[config.mk]
export PLATFORM = sky130hd
export DESIGN_NAME = programmable_transition_table_fsm_unit
export DESIGN_NICKNAME = d
export VERILOG_FILES = /design/src/hw/rtl/ptt_pkg.sv /design/src/hw/rtl/ptt_ram.sv /design/src/hw/rtl/programmable_transition_table_fsm_unit.sv
export VERILOG_INCLUDE_DIRS = /design/src /design/src/hw/rtl
export SDC_FILE = /design/constraint.sdc
export NUM_CORES = 1
export LEC_CHECK = 0
export ABC_AREA = 1
export BUFFER_PORTS_ARGS = -buffer_cell sky130_fd_sc_hd__buf_2
export CAP_MARGIN = 20
export CORE_MARGIN = 5
export CORE_UTILIZATION = 58
export CTS_CLUSTER_SIZE = 8
export DETAILED_ROUTE_END_ITERATION = 10
export PLACE_DENSITY = 0.72
export RECOVER_POWER = 25
export SLEW_MARGIN = 20
export SYNTH_ARGS = -nofsm -noshare
export SYNTH_HDL_FRONTEND = slang
export SYNTH_SLANG_ARGS = --single-unit
[constraint.sdc]
create_clock -name aclk -period 4.2 [get_ports aclk]
set_input_delay 0.42 -clock aclk [delete_from_list [all_inputs] [get_ports aclk]]
set_output_delay 0.42 -clock aclk [all_outputs]
set_load 0.01 [all_outputs]
[src/hw/rtl/programmable_transition_table_fsm_unit_defines.svh]
// assertion macros shared by the transition table state machine rtl
// no dependencies
`ifndef PROGRAMMABLE_TRANSITION_TABLE_FSM_UNIT_DEFINES_SVH
`define PROGRAMMABLE_TRANSITION_TABLE_FSM_UNIT_DEFINES_SVH

// same-cycle implication, checked out of reset
`define PTT_ASSERT_NOW(label, clk, rst_n, ante, cons) \
    label: assert property (@(posedge clk) disable iff (!(rst_n)) (ante) |-> (cons)) \
        else $error("ptt same-cycle check failed");

// next-cycle implication, checked out of reset
`define PTT_ASSERT_NEXT(label, clk, rst_n, ante, cons) \
    label: assert property (@(posedge clk) disable iff (!(rst_n)) (ante) |=> (cons)) \
        else $error("ptt next-cycle check failed");

`endif

[src/hw/rtl/ptt_pkg.sv]
// types and constants for the transition table state machine
// no dependencies
package ptt_pkg;

    localparam int MAX_TRANSITIONS = 16;
    localparam int STATE_BITS      = 6;
    localparam int EVENT_BITS      = 8;
    localparam int IDX_BITS        = (MAX_TRANSITIONS > 1) ? $clog2(MAX_TRANSITIONS) : 1;
    localparam int CNT_BITS        = $clog2(MAX_TRANSITIONS + 1);
    localparam int STATUS_BITS     = 2;

    typedef enum logic [1:0] {
        OP_CLEAR  = 2'd0,
        OP_ADD    = 2'd1,
        OP_NOTIFY = 2'd2,
        OP_FORCE  = 2'd3
    } op_t;

    localparam logic [STATUS_BITS-1:0] ST_OK      = 2'd0;
    localparam logic [STATUS_BITS-1:0] ST_FULL    = 2'd1;
    localparam logic [STATUS_BITS-1:0] ST_NOMATCH = 2'd2;

    typedef struct packed {
        logic                  any;
        logic [STATE_BITS-1:0] src;
        logic [EVENT_BITS-1:0] evt;
        logic [STATE_BITS-1:0] dst;
    } entry_t;

endpackage

[src/hw/rtl/ptt_ram.sv]
// generic single write port ram with registered read
// no dependencies
module ptt_ram #(
    parameter int WIDTH = 8,
    parameter int DEPTH = 16
) (
    input  logic                                         clk,
    input  logic                                         we,
    input  logic [((DEPTH > 1) ? $clog2(DEPTH) : 1)-1:0] waddr,
    input  logic [WIDTH-1:0]                             wdata,
    input  logic                                         re,
    input  logic [((DEPTH > 1) ? $clog2(DEPTH) : 1)-1:0] raddr,
    output logic [WIDTH-1:0]                             rdata
);

    logic [WIDTH-1:0] mem [DEPTH];

    always_ff @(posedge clk) begin
        if (we) begin
            mem[waddr] <= wdata;
        end
        if (re) begin
            rdata <= mem[raddr];
        end
    end

endmodule

[src/hw/rtl/programmable_transition_table_fsm_unit.sv]
// transition table state machine: clear, add, notify and force ops, one result per item
// order: clear, add and force go from IDLE to DONE; a notify alternates SCAN and CHECK over
//   the entries, newest first, until a hit or the entries run out, then goes to DONE
// one item at a time, s_ready only in IDLE; the scan is one table read plus one compare a step
// reset (aresetn, synchronous, active low) empties the table and drops the active state
// depends on ptt_pkg, ptt_ram and programmable_transition_table_fsm_unit_defines.svh
`include "programmable_transition_table_fsm_unit_defines.svh"

module programmable_transition_table_fsm_unit
    import ptt_pkg::*;
(
    input  logic                   aclk,
    input  logic                   aresetn,
    // item input
    input  logic                   s_valid,
    output logic                   s_ready,
    input  logic [1:0]             s_op,
    input  logic [EVENT_BITS-1:0]  s_event_id,
    input  logic                   s_from_any,
    input  logic [STATE_BITS-1:0]  s_from_state,
    input  logic [STATE_BITS-1:0]  s_to_state,
    // result output
    output logic                   m_valid,
    input  logic                   m_ready,
    output logic [STATUS_BITS-1:0] m_status,
    output logic                   m_dispatched,
    output logic [STATE_BITS-1:0]  m_run_state,
    output logic                   m_run_has_event,
    output logic [EVENT_BITS-1:0]  m_run_event,
    output logic                   m_active_valid,
    output logic [STATE_BITS-1:0]  m_current_state
);

    // sequencer: IDLE takes an item, SCAN issues a table read, CHECK compares it,
    // DONE waits for the output register to be free
    typedef enum logic [1:0] {
        S_IDLE,
        S_SCAN,
        S_CHECK,
        S_DONE
    } fsm_t;

    fsm_t                   state_reg, state_next;

    // machine state
    logic [CNT_BITS-1:0]    cnt_reg, cnt_next;
    logic [STATE_BITS-1:0]  cur_reg, cur_next;
    logic                   cur_valid_reg, cur_valid_next;

    // scan position, counts down from the newest entry
    logic [CNT_BITS-1:0]    idx_reg, idx_next;
    logic [EVENT_BITS-1:0]  ev_reg, ev_next;

    // result being built for the current item
    logic [STATUS_BITS-1:0] res_status_reg, res_status_next;
    logic                   res_disp_reg, res_disp_next;
    logic [STATE_BITS-1:0]  res_run_reg, res_run_next;
    logic                   res_has_reg, res_has_next;
    logic [EVENT_BITS-1:0]  res_evt_reg, res_evt_next;

    // output register
    logic                   m_valid_reg, m_valid_next;
    logic [STATUS_BITS-1:0] m_status_reg, m_status_next;
    logic                   m_disp_reg, m_disp_next;
    logic [STATE_BITS-1:0]  m_run_reg, m_run_next;
    logic                   m_has_reg, m_has_next;
    logic [EVENT_BITS-1:0]  m_evt_reg, m_evt_next;
    logic                   m_act_valid_reg, m_act_valid_next;
    logic [STATE_BITS-1:0]  m_act_state_reg, m_act_state_next;

    // table memory ports
    logic                   ram_we;
    logic                   ram_re;
    logic [IDX_BITS-1:0]    ram_raddr;
    entry_t                 ram_wdata;
    entry_t                 ram_rdata;
    logic [CNT_BITS-1:0]    idx_dec;

    // the shared compare unit
    logic                   hit;

    ptt_ram #(
        .WIDTH ($bits(entry_t)),
        .DEPTH (MAX_TRANSITIONS)
    ) u_table (
        .clk   (aclk),
        .we    (ram_we),
        .waddr (cnt_reg[IDX_BITS-1:0]),
        .wdata (ram_wdata),
        .re    (ram_re),
        .raddr (ram_raddr),
        .rdata (ram_rdata)
    );

    assign idx_dec   = idx_reg - CNT_BITS'(1);
    assign ram_raddr = idx_dec[IDX_BITS-1:0];

    // wildcard sources are stored with a zero source id
    always_comb begin
        ram_wdata.any = s_from_any;
        ram_wdata.src = s_from_any ? '0 : s_from_state;
        ram_wdata.evt = s_event_id;
        ram_wdata.dst = s_to_state;
    end

    // entry matches if its source fits the active state and its event fits
    assign hit = (ram_rdata.any || (cur_valid_reg && (ram_rdata.src == cur_reg)))
                 && (ram_rdata.evt == ev_reg);

    assign s_ready = (state_reg == S_IDLE);

    always_comb begin
        state_next       = state_reg;
        cnt_next         = cnt_reg;
        cur_next         = cur_reg;
        cur_valid_next   = cur_valid_reg;
        idx_next         = idx_reg;
        ev_next          = ev_reg;
        res_status_next  = res_status_reg;
        res_disp_next    = res_disp_reg;
        res_run_next     = res_run_reg;
        res_has_next     = res_has_reg;
        res_evt_next     = res_evt_reg;
        // a taken result leaves the output register
        m_valid_next     = m_valid_reg && !m_ready;
        m_status_next    = m_status_reg;
        m_disp_next      = m_disp_reg;
        m_run_next       = m_run_reg;
        m_has_next       = m_has_reg;
        m_evt_next       = m_evt_reg;
        m_act_valid_next = m_act_valid_reg;
        m_act_state_next = m_act_state_reg;
        ram_we           = 1'b0;
        ram_re           = 1'b0;

        case (state_reg)
            S_IDLE: begin
                if (s_valid) begin
                    res_status_next = ST_OK;
                    res_disp_next   = 1'b0;
                    res_run_next    = '0;
                    res_has_next    = 1'b0;
                    res_evt_next    = '0;
                    state_next      = S_DONE;
                    case (op_t'(s_op))
                        OP_CLEAR: begin
                            cnt_next       = '0;
                            cur_next       = '0;
                            cur_valid_next = 1'b0;
                        end
                        OP_ADD: begin
                            if (cnt_reg == CNT_BITS'(MAX_TRANSITIONS)) begin
                                res_status_next = ST_FULL;
                            end else begin
                                ram_we   = 1'b1;
                                cnt_next = cnt_reg + CNT_BITS'(1);
                            end
                        end
                        OP_NOTIFY: begin
                            // scan newest to oldest
                            idx_next   = cnt_reg;
                            ev_next    = s_event_id;
                            state_next = S_SCAN;
                        end
                        OP_FORCE: begin
                            res_disp_next  = 1'b1;
                            res_run_next   = s_to_state;
                            cur_next       = s_to_state;
                            cur_valid_next = 1'b1;
                        end
                        default: begin
                            state_next = S_DONE;
                        end
                    endcase
                end
            end
            S_SCAN: begin
                if (idx_reg == '0) begin
                    // ran out of entries
                    res_status_next = ST_NOMATCH;
                    state_next      = S_DONE;
                end else begin
                    ram_re     = 1'b1;
                    idx_next   = idx_dec;
                    state_next = S_CHECK;
                end
            end
            S_CHECK: begin
                if (hit) begin
                    res_disp_next  = 1'b1;
                    res_run_next   = ram_rdata.dst;
                    res_has_next   = 1'b1;
                    res_evt_next   = ev_reg;
                    cur_next       = ram_rdata.dst;
                    cur_valid_next = 1'b1;
                    state_next     = S_DONE;
                end else begin
                    state_next = S_SCAN;
                end
            end
            S_DONE: begin
                // machine state already holds the post-item value
                if (!m_valid_reg || m_ready) begin
                    m_valid_next     = 1'b1;
                    m_status_next    = res_status_reg;
                    m_disp_next      = res_disp_reg;
                    m_run_next       = res_run_reg;
                    m_has_next       = res_has_reg;
                    m_evt_next       = res_evt_reg;
                    m_act_valid_next = cur_valid_reg;
                    m_act_state_next = cur_valid_reg ? cur_reg : '0;
                    state_next       = S_IDLE;
                end
            end
            default: begin
                state_next = S_IDLE;
            end
        endcase
    end

    always_ff @(posedge aclk) begin
        if (!aresetn) begin
            state_reg     <= S_IDLE;
            cnt_reg       <= '0;
            cur_reg       <= '0;
            cur_valid_reg <= 1'b0;
            m_valid_reg   <= 1'b0;
        end else begin
            state_reg     <= state_next;
            cnt_reg       <= cnt_next;
            cur_reg       <= cur_next;
            cur_valid_reg <= cur_valid_next;
            m_valid_reg   <= m_valid_next;
        end
        // payload, no reset needed
        idx_reg         <= idx_next;
        ev_reg          <= ev_next;
        res_status_reg  <= res_status_next;
        res_disp_reg    <= res_disp_next;
        res_run_reg     <= res_run_next;
        res_has_reg     <= res_has_next;
        res_evt_reg     <= res_evt_next;
        m_status_reg    <= m_status_next;
        m_disp_reg      <= m_disp_next;
        m_run_reg       <= m_run_next;
        m_has_reg       <= m_has_next;
        m_evt_reg       <= m_evt_next;
        m_act_valid_reg <= m_act_valid_next;
        m_act_state_reg <= m_act_state_next;
    end

    assign m_valid         = m_valid_reg;
    assign m_status        = m_status_reg;
    assign m_dispatched    = m_disp_reg;
    assign m_run_state     = m_run_reg;
    assign m_run_has_event = m_has_reg;
    assign m_run_event     = m_evt_reg;
    assign m_active_valid  = m_act_valid_reg;
    assign m_current_state = m_act_state_reg;

    // entry count never passes the table depth
    `PTT_ASSERT_NOW(a_cnt_bound, aclk, aresetn, 1'b1, cnt_reg <= CNT_BITS'(MAX_TRANSITIONS))
    // an accepted item holds off the next one: s_ready is low in the cycle after acceptance
    `PTT_ASSERT_NEXT(a_one_at_a_time, aclk, aresetn, s_valid && s_ready, !s_ready)
    // a dispatch always leaves an active state behind
    `PTT_ASSERT_NOW(a_disp_active, aclk, aresetn, m_valid && m_dispatched, m_active_valid)
    // a result with a status other than ok (full add or failed notify) neither dispatches nor carries an event
    `PTT_ASSERT_NOW(a_nomatch_quiet, aclk, aresetn, m_valid && (m_status != ST_OK), !m_dispatched && !m_run_has_event)

endmodule

==> qor.yml <==
cts:
  clockRootBuffer: "clkbuf_16"
  cts_sinks: 428
  insertion_delay_ns: 0.56
  clk_pin_slew_ns: 0.05
  cts-buffers-inserted: 59
  hold_buffers: 0
  cts_resized: 0
  clockBufferDepth: 3
  cts_tree: "built"
  cts_htree_levels: 2
  cts_setup_buffers: 0
finish:
  syn2layout_area_growth_pct: 13.18
  largest_register: "u_table.mem"
  largest_register_ffs: 336
  drive_gt1_share_pct: 13.76
  final_cell_area_um2: 19280
  reg.largest.list: "u_table.mem x336, u_table.rdata x21"
  diodes: 0
  fin_nets: 1352
  n_fill_cell: 2034
global_routing:
  first_global_vias: 9788
  grt-ovfl-total: 0
  grt_pass1_wl_um: 56100
  gr-usage-met1_pct: 31.46
  grt_max_degree: 97
  grt_use_met2_pct: 35.60
  antenna_found_initial: 0
  gr-usage-all-layers_pct: 22.09
  grt-busiest-layer: "met2"
  met3_usage_pct: 3.842
synthesis:
  synth_top_area_share_pct: 72.80
  ys_seq_area_share_pct: 74.56
  ys_ff_latch: 428
  synth_area_leader_cell: "edfxtp_1"
  synth_flop_cell: "edfxtp_1"
  yosysUniqueCellTypes: 35
  avgSynthCellArea_um2: 13.66
  synth.area.top_cells: "edfxtp_1 (73%), nor2_1 (4.8%), o21ai_0 (3.6%), o211ai_1 (3.4%), mux2i_1 (2.5%)"
  yosys_warnings: 0
  async_reset_ff_share_pct: 0
  synth_edf_count: 413
  synthCells: 1247
  synth_area_um2: 17040
  syn_nets: 1280
critical_path:
  path_class: "reg2reg"
  cp.required_ns: 4.50
  cp.arrival_ns: 3.28
  start_kind: "register"
  end_kind: "register"
  crit_fanout: 48
power:
  ir_drop_mv: 0.3496
  pwr_density_cell_nw_per_um2: 535.0
  leakage_nw: 6.663
  fin_total_pwr_mw: 10.32
routing:
  drtIter0Drc: 1148
  drc: 0
  drtAntennaViolNets: 0
  vias_per_cell: 5.907
  wire_per_inst_um: 21.51
  vias: 10120
  dr.pass1.iters: 5
  wirelength_um: 36870
timing:
  hold_violations: 0
  worst_slack_ns: 1.217
  max_clock_freq_mhz: 335.2
  slew_viol_final: 0
  fin_tns_setup_ns: 0
  skew_ns: 0.02422
  slew_headroom_pct: 33.65
  period_needed_ns: 2.983
  rsz0062_at_grt: "no"
  setup_violations: 0
  finalCritPeriodShare_pct: 71.03
  worst_pin_slew_ns: 0.9916
place:
  place_area_um2: 17700
  gp_congestion: 0.7787
  dp_slack_ns: 1.190
  detailed_place_hpwl_um: 19390
  port_buffers: 53
die:
  io_pins: 54
  start_util_pct: 59.04
  core.rowCount: 62
  die_h_um: 181.4
  die_x_um: 181.4
  coreArea_um2: 28860
  die-area_um2: 32900
run:
  maxCapViolations: 0
min_path:
  hold_path_class: "in2reg"
run_status:
  outcome: "completed"
## where the power goes
| part | internal, mW | switching (mW) |
|---|---|---|
| Combinational | 0.423 | 0.896 |
| Sequential | 4.83 | 0.0504 |
| Clock | 2.54 | 1.57 |
## cell families (layout without fill, tap and decap cells)
kind of cell	count (synthesis)	after routing	share of synthesized area [%]
adder cells (fa/ha/maj)	6	6	0.4406
flip-flops	428	428	74.56
AND/OR/NAND/NOR	353	353	8.372
XOR/XNOR	5	5	0.3673
multiplexers	42	42	2.468
AO/OA/AOI/OAI	281	281	10.23
buffers and inverters	132	215	3.562
## routing by layer
metal	vias up	share of wire (%)
met4	0	2.4
met3	65	7.8
met1	4934	42
met2	430	48
met5	-	0
li1	4695	-
## path summary, 6_finish.rpt
| path | to | start | slack (ns) | depth (start not counted) |
|---|---|---|---|---|
| worst min-delay path | m_valid | m_ready | 0.14 | 4 |
| worst max-delay path | u_table.rdata[15] | idx_reg[0] | 1.22 | 8 |
| worst min register to register | m_run_state[2] | res_run_reg[2] | 0.42 | 0 |
| worst max register to register | u_table.rdata[15] | idx_reg[0] | 1.22 | 8 |
## metrics by stage
stage	hold slack, ns	utilization (%)	cells
finish	0.1374	66.81	1714
global route	0.1685	66.81	1714
CTS	0.1229	66.79	1713
detailed placement	0.4045	61.34	1641
global placement	0.4023	61.34	1641
floorplan	0.4003	-	1247
## Yosys cell counts, types with 2 or more instances
cell type and n:
nor2_2 5, a21oi_1 8, ha_1 6, nand3_1 16
buf_2 29, nor2_1 217, inv_1 61, buf_4 8
mux2i_1 42, o21ai_1 10, a21oi_2 7, o22ai_1 42
clkbuf_1 24, a211oi_1 2, dfxtp_1 15, buf_6 6
nand2_1 98, o211ai_1 78, edfxtp_1 413, nand4_1 3
o211ai_2 6, xnor2_1 3, o21ai_0 124, inv_2 4
nand2_4 2, nand2_2 9
## critical path, stage by stage, from the launching register on
cell,delay (ns)
edfxtp_1,0.42
inv_4,0.42
ha_1,0.29
xnor2_1,0.11
inv_2,0.61
buf_4,0.45
o211ai_1,0.19
o211ai_2,0.10
nand2_1,0.10
## layout by cell type (no fill, tap or decap), types with 15 or more instances in the layout
| cell type | Yosys | routed |
|---|---|---|
| buf_2 | 29 | 39 |
| buf_4 | 8 | 21 |
| clkbuf_1 | 24 | 24 |
| clkbuf_16 | 0 | 59 |
| dfxtp_1 | 15 | 15 |
| edfxtp_1 | 413 | 413 |
| inv_1 | 61 | 60 |
| mux2i_1 | 42 | 42 |
| nand2_1 | 98 | 98 |
| nand3_1 | 16 | 16 |
| nor2_1 | 217 | 200 |
| nor2_2 | 5 | 21 |
| o211ai_1 | 78 | 78 |
| o21ai_0 | 124 | 124 |
| o22ai_1 | 42 | 42 |
## cell type report
cell class	count	area (µm²)	area share [%]
Clock buffer	69	1514	7.852
Clock inverter	3	58.81	0.3050
Multi-Input combinational cell	687	3794	19.68
Timing Repair Buffer	78	485.5	2.518
Tap cell	384	480.5	2.492
Inverter	65	246.5	1.278
Sequential cell	428	12700	65.88
Power figures use the tool's default switching activity.
